## config.mk

```make
export PLATFORM = sky130hd
export DESIGN_NAME = ultrasonic_range_sampler_top
export DESIGN_NICKNAME = d
export VERILOG_FILES = /design/src/urs_pkg.sv /design/src/urs_pipe_reg.sv /design/src/urs_core.sv /design/src/ultrasonic_range_sampler_top.sv
export SDC_FILE = /design/constraint.sdc
export NUM_CORES = 1
export LEC_CHECK = 0
export ABC_AREA = 1
export BUFFER_PORTS_ARGS = -buffer_cell sky130_fd_sc_hd__buf_2
export CAP_MARGIN = 0
export CORE_MARGIN = 3
export CORE_UTILIZATION = 57
export CTS_BUF_LIST = sky130_fd_sc_hd__clkbuf_4
export CTS_CLUSTER_DIAMETER = 80
export DETAILED_ROUTE_END_ITERATION = 10
export GPL_TIMING_DRIVEN = 1
export HOLD_SLACK_MARGIN = 0.1
export PLACE_DENSITY = 0.87
export SYNTH_ARGS = -nofsm -noshare
export SYNTH_HDL_FRONTEND = slang
export SYNTH_SLANG_ARGS = --single-unit
```

## constraint.sdc

```tcl
create_clock -name clk_i -period 2.7 [get_ports clk_i]
set_clock_uncertainty 0.15 [all_clocks]
set_input_delay 0.54 -clock clk_i [delete_from_list [all_inputs] [get_ports clk_i]]
set_output_delay 0.54 -clock clk_i [all_outputs]
set_load 0.01 [all_outputs]
```

## src/urs_pkg.sv

```systemverilog
// Package for the ultrasonic range sampler: payload structs, phase enum,
// configuration struct, register indexes and timing constants.
// No dependencies.
package urs_pkg;

  localparam int unsigned IntervalW = 17;
  localparam int unsigned TimeoutW  = 15;
  localparam int unsigned CfgDataW  = 17;
  localparam int unsigned CmW       = 9;
  localparam int unsigned SubW      = 6;

  localparam logic [IntervalW-1:0] IntervalReset = 17'd60000;
  localparam logic [TimeoutW-1:0]  TimeoutReset  = 15'd25000;
  localparam logic [IntervalW-1:0] SinceMax      = 17'd131071;

  localparam logic [CmW-1:0]      CmMax      = 9'd400;
  localparam logic [CmW-1:0]      CmMin      = 9'd2;
  localparam logic [SubW-1:0]     UsPerCm    = 6'd58;
  localparam logic [TimeoutW-1:0] TrigLowUs  = 15'd2;
  localparam logic [TimeoutW-1:0] TrigHighUs = 15'd10;

  // Register indexes on the configuration port
  localparam logic RegInterval = 1'b0;
  localparam logic RegTimeout  = 1'b1;

  // Input operation codes
  localparam logic OpTick = 1'b0;
  localparam logic OpRead = 1'b1;

  typedef enum logic [2:0] {
    PH_IDLE      = 3'd0,
    PH_TRIG_LOW  = 3'd1,
    PH_TRIG_HIGH = 3'd2,
    PH_WAIT_LOW  = 3'd3,
    PH_WAIT_HIGH = 3'd4,
    PH_MEASURE   = 3'd5
  } phase_e;

  typedef struct packed {
    logic op;
    logic echo_level;
  } in_item_t;

  typedef struct packed {
    logic           trigger_level;
    logic [CmW-1:0] distance_cm;
    logic           fresh;
    logic           busy_res;
  } out_item_t;

  typedef struct packed {
    logic [IntervalW-1:0] interval_us;
    logic [TimeoutW-1:0]  timeout_us;
  } cfg_t;

endpackage

```

## src/urs_pipe_reg.sv

```systemverilog
// Valid/ready register slice for one payload type.
// Depends on nothing but its type parameter.
module urs_pipe_reg #(
  parameter type T = logic
) (
  input  logic clk_i,
  input  logic rst_ni,
  input  logic valid_i,
  output logic ready_o,
  input  T     data_i,
  output logic valid_o,
  input  logic ready_i,
  output T     data_o
);

  logic valid_q;
  T     data_q;

  // Take a new transaction when empty or when the held one leaves.
  assign ready_o = !valid_q || ready_i;

  always_ff @(posedge clk_i or negedge rst_ni) begin
    if (!rst_ni) begin
      valid_q <= 1'b0;
    end else if (ready_o) begin
      valid_q <= valid_i;
    end
  end

  always_ff @(posedge clk_i) begin
    if (ready_o && valid_i) begin
      data_q <= data_i;
    end
  end

  assign valid_o = valid_q;
  assign data_o  = data_q;

endmodule

```

## src/urs_core.sv

```systemverilog
// Measurement sequencer of the ultrasonic range sampler: phase state,
// counters and distance cache, one item applied per step. Uses urs_pkg.
module urs_core (
  input  logic               clk_i,
  input  logic               rst_ni,
  input  logic               step_i,
  input  urs_pkg::in_item_t  item_i,
  input  urs_pkg::cfg_t      cfg_i,
  output urs_pkg::out_item_t result_o
);
  import urs_pkg::*;

  phase_e               phase_q, phase_d;
  logic [IntervalW-1:0] since_q, since_d;
  logic [TimeoutW-1:0]  count_q, count_d;
  logic [SubW-1:0]      sub_q, sub_d;
  logic [CmW-1:0]       cm_q, cm_d;
  logic [CmW-1:0]       cached_q, cached_d;
  logic                 fresh;

  logic [TimeoutW-1:0]  count_inc;
  logic [SubW-1:0]      sub_inc;
  logic                 check_timeout;

  assign count_inc = count_q + 1'b1;
  assign sub_inc   = sub_q + 1'b1;

  always_comb begin
    phase_d       = phase_q;
    since_d       = since_q;
    count_d       = count_q;
    sub_d         = sub_q;
    cm_d          = cm_q;
    cached_d      = cached_q;
    fresh         = 1'b0;
    check_timeout = 1'b0;
    if (step_i) begin
      if (item_i.op == OpTick) begin
        if (since_q != SinceMax) begin
          since_d = since_q + 1'b1;
        end
        case (phase_q)
          PH_TRIG_LOW: begin
            count_d = count_inc;
            if (count_inc >= TrigLowUs) begin
              phase_d = PH_TRIG_HIGH;
              count_d = '0;
            end
          end
          PH_TRIG_HIGH: begin
            count_d = count_inc;
            if (count_inc >= TrigHighUs) begin
              phase_d = PH_WAIT_LOW;
              count_d = '0;
            end
          end
          PH_WAIT_LOW: begin
            if (!item_i.echo_level) begin
              phase_d = PH_WAIT_HIGH;
            end
            check_timeout = 1'b1;
          end
          PH_WAIT_HIGH: begin
            if (item_i.echo_level) begin
              phase_d = PH_MEASURE;
              sub_d   = SubW'(1);
              cm_d    = '0;
            end
            check_timeout = 1'b1;
          end
          PH_MEASURE: begin
            if (!item_i.echo_level) begin
              // Echo fell: close out the measurement, clamp the low end.
              cached_d = (cm_q < CmMin) ? CmMin : cm_q;
              phase_d  = PH_IDLE;
              count_d  = '0;
              fresh    = 1'b1;
            end else begin
              sub_d = sub_inc;
              if (sub_inc >= UsPerCm) begin
                sub_d = '0;
                if (cm_q < CmMax) begin
                  cm_d = cm_q + 1'b1;
                end
              end
              check_timeout = 1'b1;
            end
          end
          default: begin
          end
        endcase
        if (check_timeout) begin
          count_d = count_inc;
          if (count_inc >= cfg_i.timeout_us) begin
            cached_d = CmMax;
            phase_d  = PH_IDLE;
            count_d  = '0;
            fresh    = 1'b1;
          end
        end
      end else if (phase_q == PH_IDLE && since_q >= cfg_i.interval_us) begin
        phase_d = PH_TRIG_LOW;
        count_d = '0;
        since_d = '0;
      end
    end
  end

  // Result reflects the state after this item.
  always_comb begin
    result_o.trigger_level = (phase_d == PH_TRIG_HIGH);
    result_o.distance_cm   = cached_d;
    result_o.fresh         = fresh;
    result_o.busy_res      = (phase_d != PH_IDLE);
  end

  always_ff @(posedge clk_i or negedge rst_ni) begin
    if (!rst_ni) begin
      phase_q  <= PH_IDLE;
      since_q  <= '0;
      count_q  <= '0;
      sub_q    <= '0;
      cm_q     <= '0;
      cached_q <= CmMax;
    end else begin
      phase_q  <= phase_d;
      since_q  <= since_d;
      count_q  <= count_d;
      sub_q    <= sub_d;
      cm_q     <= cm_d;
      cached_q <= cached_d;
    end
  end

endmodule

```

## src/ultrasonic_range_sampler_top.sv

```systemverilog
// Ultrasonic range sampler, top level. Each input transaction is either a
// one-microsecond tick carrying the sampled echo level or a read request;
// each produces exactly one result transaction with the trigger pin level,
// the cached distance in cm (400 = nothing seen), a fresh flag and a busy
// flag. A read while idle, once interval_us ticks have passed since the
// last start, launches a measurement: trigger low 2 ticks, high 10 ticks,
// then the echo high time is counted in 58-tick steps and clamped to
// 2..400 cm, or 400 after timeout_us ticks with no complete echo. Each
// transaction passes the input register, urs_core and the result register;
// one transaction is taken every cycle while the result side takes results.
// Registers must be written only while no transaction is in flight; the
// block does not enforce this. Depends on urs_pkg, urs_pipe_reg, urs_core.
module ultrasonic_range_sampler_top #(
  parameter logic [urs_pkg::IntervalW-1:0] IntervalResetP = urs_pkg::IntervalReset,
  parameter logic [urs_pkg::TimeoutW-1:0]  TimeoutResetP  = urs_pkg::TimeoutReset
) (
  input  logic                        clk_i,
  input  logic                        rst_ni,
  // Configuration write port
  input  logic                        cfg_we_i,
  input  logic                        cfg_idx_i,
  input  logic [urs_pkg::CfgDataW-1:0] cfg_data_i,
  // Input channel
  input  logic                        in_valid_i,
  output logic                        in_ready_o,
  input  urs_pkg::in_item_t           in_data_i,
  // Result channel
  output logic                        out_valid_o,
  input  logic                        out_ready_i,
  output urs_pkg::out_item_t          out_data_o
);
  import urs_pkg::*;

  cfg_t      cfg_q;
  logic      s1_valid;
  logic      s1_ready;
  in_item_t  s1_data;
  logic      s2_ready;
  logic      step;
  out_item_t result;

  // Hold the configuration registers; writes land whenever enabled.
  always_ff @(posedge clk_i or negedge rst_ni) begin
    if (!rst_ni) begin
      cfg_q.interval_us <= IntervalResetP;
      cfg_q.timeout_us  <= TimeoutResetP;
    end else if (cfg_we_i) begin
      case (cfg_idx_i)
        RegInterval: cfg_q.interval_us <= cfg_data_i[IntervalW-1:0];
        RegTimeout:  cfg_q.timeout_us  <= cfg_data_i[TimeoutW-1:0];
        default: begin
        end
      endcase
    end
  end

  // Input register: capture the transaction ahead of the sequencer.
  urs_pipe_reg #(.T(in_item_t)) u_in_reg (
    .clk_i   (clk_i),
    .rst_ni  (rst_ni),
    .valid_i (in_valid_i),
    .ready_o (in_ready_o),
    .data_i  (in_data_i),
    .valid_o (s1_valid),
    .ready_i (s1_ready),
    .data_o  (s1_data)
  );

  // Advance the sequencer exactly when the held item moves to the result
  // register, so state and results stay in transaction order.
  assign step     = s1_valid && s2_ready;
  assign s1_ready = s2_ready;

  urs_core u_core (
    .clk_i    (clk_i),
    .rst_ni   (rst_ni),
    .step_i   (step),
    .item_i   (s1_data),
    .cfg_i    (cfg_q),
    .result_o (result)
  );

  // Result register: hold a finished result until it is taken.
  urs_pipe_reg #(.T(out_item_t)) u_out_reg (
    .clk_i   (clk_i),
    .rst_ni  (rst_ni),
    .valid_i (s1_valid),
    .ready_o (s2_ready),
    .data_i  (result),
    .valid_o (out_valid_o),
    .ready_i (out_ready_i),
    .data_o  (out_data_o)
  );

endmodule

```

# Word level (Yosys, flattened, before mapping)
# Cells that the tools add are included.
totals:
  register_bits: 107
  inputBits: 25
  output_inout_bits: 14
  elab_cells: 107
op_classes:
  add_sub_neg: 4
  order_cmp: 7
  n_eq_ne: 13
  muxes: 46
  bitwise_logic: 2
  n_reduce_logical: 19
op_table:
  columns: ["operator", "n"]
  rows:
  - ["two-way mux 15 bit", 7]
  - ["two-way mux 9 bit", 11]
  - ["two-way mux 17 bit", 3]
  - ["case mux 15 bit (3 select lines)", 1]
  - ["two-way mux 3 bit", 10]
  - ["two-way mux 6 bit", 3]
  - ["case mux 9 bit (2 select lines)", 1]
  - ["adder 17 x 1 -> 17 bit, second input constant", 1]
  - [">= comparator 17 bit", 1]
  - ["inequality test 17 bit, second input constant", 1]
  - ["adder 15 x 1 -> 15 bit, second input constant", 1]
  - [">= comparator 15 bit", 1]
  - [">= comparator 15 x 2 -> 1 bit, second input constant", 1]
  - [">= comparator 15 x 4 -> 1 bit, second input constant", 1]
  - ["case mux 3 bit (5 select lines)", 1]
  - ["case mux 6 bit (2 select lines)", 1]
  - ["adder 9 x 1 -> 9 bit, second input constant", 1]
  - ["equality test 3 x 2 -> 1 bit, second input constant", 3]
  - ["< comparator 9 x 2 -> 1 bit, second input constant", 1]
  - ["< comparator 9 bit, second input constant", 1]
  - ["two-way mux 1 bit", 7]
  - ["AND reduction 7 bit", 1]
  - ["adder 6 x 1 -> 6 bit, second input constant", 1]
  - ["equality test 3 bit, second input constant", 2]
  - ["other kinds (19)", 29]

# Logic depth before layout (Yosys ltp)
# Gate-level depths: netlist of the first run.
logic_depth:
  depth_word: 9
  depth_mapped: 23
  mapped_depth_nobuf: 23

# Hierarchy
# A second synthesis of the first run with hierarchy kept.
hier_totals:
  cells_unflattened: 842
  area_unflattened_um2: 6745.2
by_module_without_submodules:
  columns: ["mod", "n_inst", "cells_each", "area_per_inst_um2", "seq_area_each_um2"]
  rows:
  - ["urs_core", 1, 674, 4869.7, 1480.2]
  - ["ultrasonic_range_sampler_top", 1, 142, 1365.1, 817.0]
  - ["urs_pipe_reg at u_out_reg", 1, 18, 405.4, 385.4]
  - ["urs_pipe_reg at u_in_reg", 1, 8, 105.1, 85.1]

# Worst setup path after synthesis of the first run
# OpenSTA, ideal clock, no wires.
synth_path:
  kind: "register to register"
  startpoint: "register u_core.count_q[0]"
  endpoint: "register u_out_reg.data_q (netlist bit u_out_reg.data_o[0]) (data pin)"
  setup_ps: 254
  t_arrival_ps: 2457
  required_time_ps: 2296
  slack_ps: -160
  stages_incl_launch_ff: 23
  n_path_buf: 0
  period_less_slack_ps: 2860
  cell_sequence: "dfrtp_1 -> ha_1 -> nand2_2 -> nor2_8 -> nand4_1 -> nand2_1 -> inv_1 -> ha_1 -> nand2_1 -> nor2_1 -> nand3_1 -> nor2_1 -> nand4_1 -> nor2_1 -> nor2_2 -> nand3_2 -> nand2_4 -> nand2_1 -> nand2_1 -> nand2_1 -> nand2_1 -> nand2_1 -> nand2_1"
synth_lines:
  columns: ["item", "line", "source"]
  rows:
  - ["start: declaration", "urs_core.sv:15", "logic [TimeoutW-1:0] count_q, count_d;"]
  - ["start signal: assignment", "urs_core.sv:128", "count_q <= count_d;"]
  - ["end signal: assignment", "urs_pipe_reg.sv:32", "data_q <= data_i;"]
  - ["end: declaration", "urs_pipe_reg.sv:17", "T data_q;"]

==> results_tabular.tex, run 1 <==
\begin{tabular}{lr}
\hline
Metric & Value \\
\hline
\multicolumn{2}{l}{\textbf{Outcome}} \\
Result of the run & complete, but fails checks \\
Violated checks & setup timing \\
\multicolumn{2}{l}{\textbf{STA}} \\
Final setup fails & 39 \\
Setup repair after global routing missed its margin & true \\
Final Slew Violations & 0 \\
Number of endpoints with negative hold slack in the final report & 0 \\
Shortest clock period the worst path allows after layout & 3.07 ns \\
Final period utilization & 114\% \\
Slew headroom & 38.0\% \\
Worst hold slack & 0.133 ns \\
Final sum of negative setup slack & -10.21 ns \\
Worst-margin pin slew & 0.927 ns \\
Fmax & 325 MHz \\
Final worst-path setup slack & -0.374 ns \\
\multicolumn{2}{l}{\textbf{Min path}} \\
Min-delay src & cfg\_data\_i[14] \\
Worst min-delay path class & in -> reg \\
Min-Delay Path Depth & 3 \\
Hold worst-path end & cfg\_q[14] \\
\multicolumn{2}{l}{\textbf{Run}} \\
Max capacitance violation total & 0 \\
\multicolumn{2}{l}{\textbf{Final layout}} \\
Total area of multi-input combinational cells & 3320 um2 \\
Top library cells by usage in the layout, fill and taps aside & nand2\_1 (171), inv\_1 (119), dfrtp\_1 (75), buf\_4 (64), o21ai\_0 (61) \\
FF+latch area & 2770 um2 \\
Share of layout cells above drive strength 1 & 25.6\% \\
Synth-to-layout area growth & 22.3\% \\
Nets & 957 \\
Number of cells in the finished layout apart from fillers & 1036 \\
Commonest non-fill, non-tap cell in the layout & nand2\_1 \\
Antenna Cells & 0 \\
Fillers & 701 \\
Area of all placed cells without fillers & 7680 um2 \\
\multicolumn{2}{l}{\textbf{GRT}} \\
Via count of the first global-routing pass & 5657 \\
Antenna violations before repair & 0 \\
Pin count of the biggest net entering global routing & 44 \\
First-pass GRT wire length & 26300 um \\
Remaining global-route overflow & 0 \\
Overall routing resource usage & 25.8\% \\
\multicolumn{2}{l}{\textbf{Yosys}} \\
Post-Syn Nets & 846 \\
Prevailing post-synth register cell & dfrtp\_1 \\
Post-synthesis cell count & 784 \\
Number of flops mapped to enable cells by yosys & 14 \\
Count of different cell masters after synthesis & 42 \\
Portion of the post-synthesis area used by sequential elements & 44.0\% \\
Area share of the largest cell type after synthesis & 30.7\% \\
Share of flip-flops with an asynchronous set or reset after synthesis & 86.9\% \\
Synth Area per Inst & 8.01 um2 \\
Area of the mapped netlist & 6280 um2 \\
Synthesis-stage register bit count & 107 \\
Synth top area cells & dfrtp\_1 (31\%), nand2\_1 (11\%), ha\_1 (7.4\%), inv\_1 (7.2\%), dfstp\_2 (6.7\%) \\
Count of yosys warnings during synthesis & 0 \\
Area leader, netlist & dfrtp\_1 \\
\multicolumn{2}{l}{\textbf{Routing}} \\
Total via count in the routed design & 5812 \\
Total length of routed wires & 16400 um \\
Routed WL per cell & 15.8 um \\
Via-per-instance ratio & 5.61 \\
Total iterations of the first detailed-routing run & 7 \\
Number of antenna-violating nets in the routed design & 0 \\
Total DRC errors in the routed layout & 0 \\
DRC violation total after the first TritonRoute iteration & 373 \\
\multicolumn{2}{l}{\textbf{Worst setup path}} \\
R2r endpoint & u\_out\_reg.data\_o[5] \\
Reg-to-reg critical path startpoint & u\_core.count\_q[1] \\
R2R depth & 19 \\
Cell-by-cell listing of the critical path & ha\_4, nand2\_4, buf\_4, o21ai\_0, nand2\_1, ha\_1, nand2\_1, inv\_1, nand4\_1, nor2\_2, nand4\_1, nor2\_1, nor2\_2, nand3\_2, nand2\_4, inv\_4, buf\_6, buf\_6, o31ai\_4 \\
Category of the worst setup path capture point & flip-flop \\
Crit Path Max Fanout & 5 \\
Critical path arrival & 3.16 ns \\
Type of origin of the critical path & flip-flop \\
Startpoint-to-endpoint class of the critical path & reg -> reg \\
Slowest Stage Delay on Critical Path & 0.44 ns \\
Critical path data required time & 2.78 ns \\
Register-to-Register Setup Slack & -0.37 ns \\
Slowest cell on crit path & dfrtp\_1 \\
\multicolumn{2}{l}{\textbf{Floorplanning}} \\
Horizontal die dimension & 111 um \\
Starting density of the core & 59.8\% \\
Number of placed I/O pins & 39 \\
Vertical die dimension & 111 um \\
Core area & 10500 um2 \\
Row Count & 37 \\
Die Area & 12300 um2 \\
\multicolumn{2}{l}{\textbf{Power and ir drop}} \\
Worst ir drop on vdd & 0.392 mV \\
Clock group share of total power & 16.1\% \\
Power, Total & 4.80 mW \\
PD cells & 625 nW/um2 \\
Sequential Power Share & 47.1\% \\
Internal Dissipation & 2.90 mW \\
Net Sw Frac & 39.7\% \\
Switching power summed over all nets & 1.90 mW \\
Relative contribution of combinational cells to total power & 36.8\% \\
Static Leak & 3.79 nW \\
\multicolumn{2}{l}{\textbf{Placed design}} \\
Placed Cells & 996 \\
Routability congestion estimate from global placement & 0.932 \\
Area of placed instances & 7010 um2 \\
Input/output buffers & 38 \\
Detailed-placement wirelength estimate & 10600 um \\
\multicolumn{2}{l}{\textbf{Clock network}} \\
Clock network latency to the later pin of the worst-skew pair & 0.47 ns \\
Clock transition at the registers of the reported paths & 0.17 ns \\
TritonCTS clock tree & built \\
Cell at the root of the clock tree & clkbuf\_4 \\
Number of clock sinks & 107 \\
Maximum level of the CTS H-tree & 3 \\
Total clock buffers created by CTS & 9 \\
Number of buffers on the longest clock path & 2 \\
\hline
\end{tabular}
## flip-flops by register name (all words and copies together) (netlist names), 2 cells and up
name and flops:
cfg_q 32, u_core.since_q 17, u_core.count_q 15, u_out_reg.data_o 12, u_core.cached_q 9, u_core.cm_q 9, u_core.sub_q 6, u_core.phase_q 3
u_in_reg.data_o 2
## worst max path at each step
stage          depth (start not counted)                   to  slack, ns              start
2_1_floorplan                         22  u_out_reg.data_o[0]      -0.12  u_core.count_q[0]
3_3_place_gp                          22  u_out_reg.data_o[0]      -0.21  u_core.count_q[1]
3_5_place_dp                          22  u_out_reg.data_o[0]      -0.33  u_core.count_q[1]
4_1_cts                               22  u_out_reg.data_o[0]      -0.26  u_core.count_q[0]
5_1_grt                               21  u_out_reg.data_o[0]      -0.51  u_core.count_q[1]
6_report                              19  u_out_reg.data_o[5]      -0.37  u_core.count_q[1]
## critical path: cells and delay by family, from the launching register on
kind                     cells  cell delay (ns)
AO/OA/AOI/OAI                2             0.24
adder cells (fa/ha/maj)      2             0.50
AND/OR/NAND/NOR             10             0.95
flip-flops                   1             0.44
buffers and inverters        5             0.55
## final cells by class
| type | instances | area share, % |
|---|---|---|
| Clock buffer | 10 | 0.977 |
| Sequential cell | 107 | 36.0 |
| Inverter | 123 | 6.04 |
| Clock inverter | 6 | 0.537 |
| Multi-Input combinational cell | 539 | 43.2 |
| Timing Repair Buffer | 115 | 11.0 |
| Tap cell | 136 | 2.21 |
## synthesized netlist by cell type (5+ instances only)
| master | number |
|---|---|
| nand3_1 | 39 |
| nand3b_1 | 6 |
| clkbuf_1 | 12 |
| nand4_1 | 19 |
| dfrtp_1 | 77 |
| inv_1 | 120 |
| dfstp_2 | 16 |
| ha_1 | 37 |
| nor2_1 | 62 |
| nand2_1 | 185 |
| o31ai_1 | 14 |
| o21ai_2 | 9 |
| xor2_1 | 16 |
| o21ai_0 | 73 |
| nand3_2 | 6 |
| edfxtp_1 | 14 |
| nor3_1 | 11 |
| a21oi_1 | 25 |
| nor4_1 | 5 |
## power groups by stage
stage / logic [mW] / clock network, mW / registers, mW
final: 1.77 / 0.771 / 2.26
after global placement: 1.39 / 0 / 2.25
after global routing: 1.98 / 0.834 / 2.29
after detailed placement: 1.45 / 0 / 2.26
after CTS: 1.60 / 0.769 / 2.24
after floorplan: 0.983 / 0 / 2.23
## layer usage
layer | vias up | share of wire [%] | track usage (%)
met5 | - | 0 | 0
met4 | 0 | 3.7 | 9.77
met3 | 54 | 6.1 | 4.31
met2 | 224 | 51 | 44.5
met1 | 2742 | 39 | 32.5
li1 | 2792 | - | -
## stage by stage
| step | setup WS [ns] | util [%] |
|---|---|---|
| 3_3_place_gp | -0.209 | 66.7 |
| 4_1_cts | -0.258 | 71.2 |
| 5_1_grt | -0.513 | 73.1 |
| 3_5_place_dp | -0.332 | 66.7 |
| 2_1_floorplan | -0.117 | - |
| 6_report | -0.374 | 73.1 |
## cells by family after synthesis
| family | synth area share, % |
|---|---|
| adder cells (fa/ha/maj) | 7.37 |
| XOR/XNOR | 2.79 |
| AND/OR/NAND/NOR | 25.0 |
| AO/OA/AOI/OAI | 12.3 |
| flip-flops | 44.0 |
| buffers and inverters | 8.46 |
## repair_timing
action / 4_1_cts / 5_1_grt
gates resized for setup: 52 / 32
hold endpoints to repair: 31 / 0
setup endpoints to repair: 39 / 55
pin swaps: 24 / 19
gates cloned: 1 / 0
buffers inserted: 11 / 9
hold buffers: 3 / 0
Note: power is estimated with default switching activity, not from simulation.
==> run 2, diff against run 1 <==
--- a/config.mk
+++ b/config.mk
@@ -8,7 +8,7 @@
 export ABC_AREA = 1
 export BUFFER_PORTS_ARGS = -buffer_cell sky130_fd_sc_hd__buf_2
 export CAP_MARGIN = 0
-export CORE_MARGIN = 3
+export CORE_MARGIN = 2
 export CORE_UTILIZATION = 57
 export CTS_BUF_LIST = sky130_fd_sc_hd__clkbuf_4
 export CTS_CLUSTER_DIAMETER = 80
==> results_tabular.tex, run 2 (same netlist as run 1, synthesis figures left out) <==
\begin{tabular}{lr}
\hline
Metric & Value \\
\hline
\multicolumn{2}{l}{\textbf{Worst setup path}} \\
Startpoint-to-endpoint class of the critical path & reg -> reg \\
Critical path data required time & 2.84 ns (+0.06 ns) \\
Cell-by-cell listing of the critical path & buf\_6, nand2\_4, nor2\_8, nand4\_1, nand2\_1, inv\_2, ha\_4, nand2\_4, nor2\_4, nand3\_2, nor2\_2, nand4\_1, nor2\_1, nor2\_2, nand3\_2, nand2\_4, nand2\_2, nand2\_1, nand2\_1, nand2\_1, nand2\_1, nand2\_1 \\
Slowest cell on crit path & dfrtp\_1 \\
Slowest Stage Delay on Critical Path & 0.50 ns (+0.06 ns) \\
Category of the worst setup path capture point & flip-flop \\
Crit path buf inv count & 2 (-3) \\
Top cell by count, worst path & nand2\_1 \\
Crit Path Max Fanout & 5 (unchanged) \\
Cell class contributing the biggest share of worst-path delay & simple AND/OR/NAND/NOR gates \\
Critical path arrival & 3.14 ns (-0.02 ns) \\
Type of origin of the critical path & flip-flop \\
\multicolumn{2}{l}{\textbf{GRT}} \\
Pin count of the biggest net entering global routing & 39 (-11\%) \\
First-pass GRT wire length & 24300 um (-7.6\%) \\
Overall routing resource usage & 26.3\% (+0.55 points) \\
Via count of the first global-routing pass & 5312 (-6.1\%) \\
Remaining global-route overflow & 0 (unchanged) \\
Antenna violations before repair & 0 (unchanged) \\
\multicolumn{2}{l}{\textbf{STA}} \\
Number of endpoints with negative hold slack in the final report & 0 (unchanged) \\
Final period utilization & 111\% (-2.8 points) \\
Final Slew Violations & 0 (unchanged) \\
Worst hold slack & 0.117 ns (-0.0158 ns) \\
Setup repair after global routing missed its margin & true \\
Final worst-path setup slack & -0.300 ns (+0.0746 ns) \\
Shortest clock period the worst path allows after layout & 3.00 ns (-0.0746 ns) \\
Final setup fails & 38 (-2.6\%) \\
Fmax & 333 MHz (+2.5\%) \\
Slew headroom & 38.6\% (+0.61 points) \\
Worst-margin pin slew & 0.918 ns (-0.00920 ns) \\
\multicolumn{2}{l}{\textbf{Routing}} \\
Via-per-instance ratio & 5.50 (-1.9\%) \\
Number of antenna-violating nets in the routed design & 0 (unchanged) \\
Total length of routed wires & 15000 um (-8.5\%) \\
DRC violation total after the first TritonRoute iteration & 362 (-2.9\%) \\
Total via count in the routed design & 5666 (-2.5\%) \\
Total DRC errors in the routed layout & 0 (unchanged) \\
Routed WL per cell & 14.6 um (-8.0\%) \\
Total iterations of the first detailed-routing run & 7 (unchanged) \\
\multicolumn{2}{l}{\textbf{Final layout}} \\
Nets & 947 (-1.0\%) \\
Antenna Cells & 0 (unchanged) \\
Commonest non-fill, non-tap cell in the layout & nand2\_1 \\
Number of cells in the finished layout apart from fillers & 1030 (-0.58\%) \\
Largest reg by FF count & cfg\_q \\
Top library cells by usage in the layout, fill and taps aside & nand2\_1 (176), inv\_1 (118), dfrtp\_1 (75), o21ai\_0 (65), nor2\_1 (58) \\
Largest registers & cfg\_q: 32 flops, u\_core.since\_q: 17 flops, u\_core.count\_q: 15 flops \\
Number of flip-flops under the largest register name & 32 (unchanged) \\
Synth-to-layout area growth & 18.9\% \\
Share of layout cells above drive strength 1 & 22.2\% (-3.3 points) \\
\multicolumn{2}{l}{\textbf{Power and ir drop}} \\
Power, Total & 4.59 mW (-4.4\%) \\
Worst ir drop on vdd & 0.425 mV (+8.6\%) \\
Static Leak & 3.72 nW (-1.8\%) \\
PD cells & 615 nW/um2 (-1.6\%) \\
\multicolumn{2}{l}{\textbf{Floorplanning}} \\
Horizontal die dimension & 109 um (-1.8\%) \\
Number of placed I/O pins & 39 (unchanged) \\
Row Count & 38 (+2.7\%) \\
Die Area & 11900 um2 (-3.6\%) \\
Core area & 10800 um2 (+2.7\%) \\
Vertical die dimension & 109 um (-1.8\%) \\
Starting density of the core & 58.2\% (-1.6 points) \\
\multicolumn{2}{l}{\textbf{Run}} \\
Max capacitance violation total & 0 (unchanged) \\
\multicolumn{2}{l}{\textbf{Clock network}} \\
Number of clock sinks & 107 (unchanged) \\
Clock transition at the registers of the reported paths & 0.16 ns (about the same) \\
TritonCTS clock tree & built \\
Number of buffers on the longest clock path & 2 (unchanged) \\
Clock network latency to the later pin of the worst-skew pair & 0.51 ns (+0.04 ns) \\
Maximum level of the CTS H-tree & 3 (unchanged) \\
Total clock buffers created by CTS & 9 (unchanged) \\
Cell at the root of the clock tree & clkbuf\_4 \\
\multicolumn{2}{l}{\textbf{Placed design}} \\
Placed Cells & 999 (+0.30\%) \\
Routability congestion estimate from global placement & 0.924 (-0.87\%) \\
Detailed-placement wirelength estimate & 10700 um (+1.5\%) \\
Input/output buffers & 38 (unchanged) \\
\multicolumn{2}{l}{\textbf{Outcome}} \\
Result of the run & complete, but fails checks \\
Violated checks & setup timing \\
\multicolumn{2}{l}{\textbf{Min path}} \\
Worst min-delay path class & in -> reg \\
\hline
\end{tabular}
[run 2: layer usage]
layer | global-route usage [%] | part of all wire, %
met5 | 0 | 0
met4 | 9.71 | 3.3
met3 | 5.56 | 5.8
met2 | 44.7 | 49
met1 | 33.2 | 42
[run 2: worst reg2reg max path, delay by kind of cell (launching register included)]
| kind | cells | cell delay (ns) |
|---|---|---|
| adders and majority gates | 1 | 0.27 |
| buffers and inverters | 2 | 0.19 |
| DFF | 1 | 0.50 |
| and+or+nand+nor | 19 | 1.65 |
[run 2: area by class of cell]
type / count / area [um2]
sequential: 107 / 2770
multi-input combinational: 539 / 3160
tap: 140 / 175
fill: 786 / 3320
timing repair buffer: 105 / 785
clock buffer: 9 / 67.6
inverter: 123 / 467
clock inverter: 7 / 42.5
[run 2: timing repair]
item                                    in CTS  in global routing
resized for setup                           13                 33
pin swaps                                    1                 13
endpoints found under the setup margin      39                 46
hold endpoints to repair                    29                  0
setup buffers                                4                  4
hold buffers                                 5                  0
cloned                                       0                  2
[run 2: worst paths after layout]
check | slack (ns) | start | cells after the start | endpoint
max in group asynchronous | 1.31 | rst_ni | 3 | cfg_q[28]
worst min register to register | 0.35 | cfg_q[21] | 2 | cfg_q[21]
worst min-delay path | 0.12 | cfg_data_i[14] | 3 | cfg_q[14]
min in group asynchronous | 0.37 | rst_ni | 2 | cfg_q[16]
worst max register to register | -0.30 | u_core.count_q[2] | 22 | u_out_reg.data_o[0]
worst max-delay path | -0.30 | u_core.count_q[2] | 22 | u_out_reg.data_o[0]
[run 2: power by group]
part	internal (mW)	switching (mW)
Combinational	0.640	0.965
Sequential	2.00	0.253
Clock	0.187	0.546
[run 2: stage by stage]
step,utilization [%],TNS (ns),cell area (um2),worst slack (ns)
global route,69.2,-15.23,7470,-0.522
CTS,67.4,-5.48,7270,-0.233
floorplan,-,-1.06,6300,-0.117
global placement,65.2,-2.42,7030,-0.150
detailed placement,65.2,-7.60,7030,-0.292
finish,69.2,-7.89,7470,-0.300
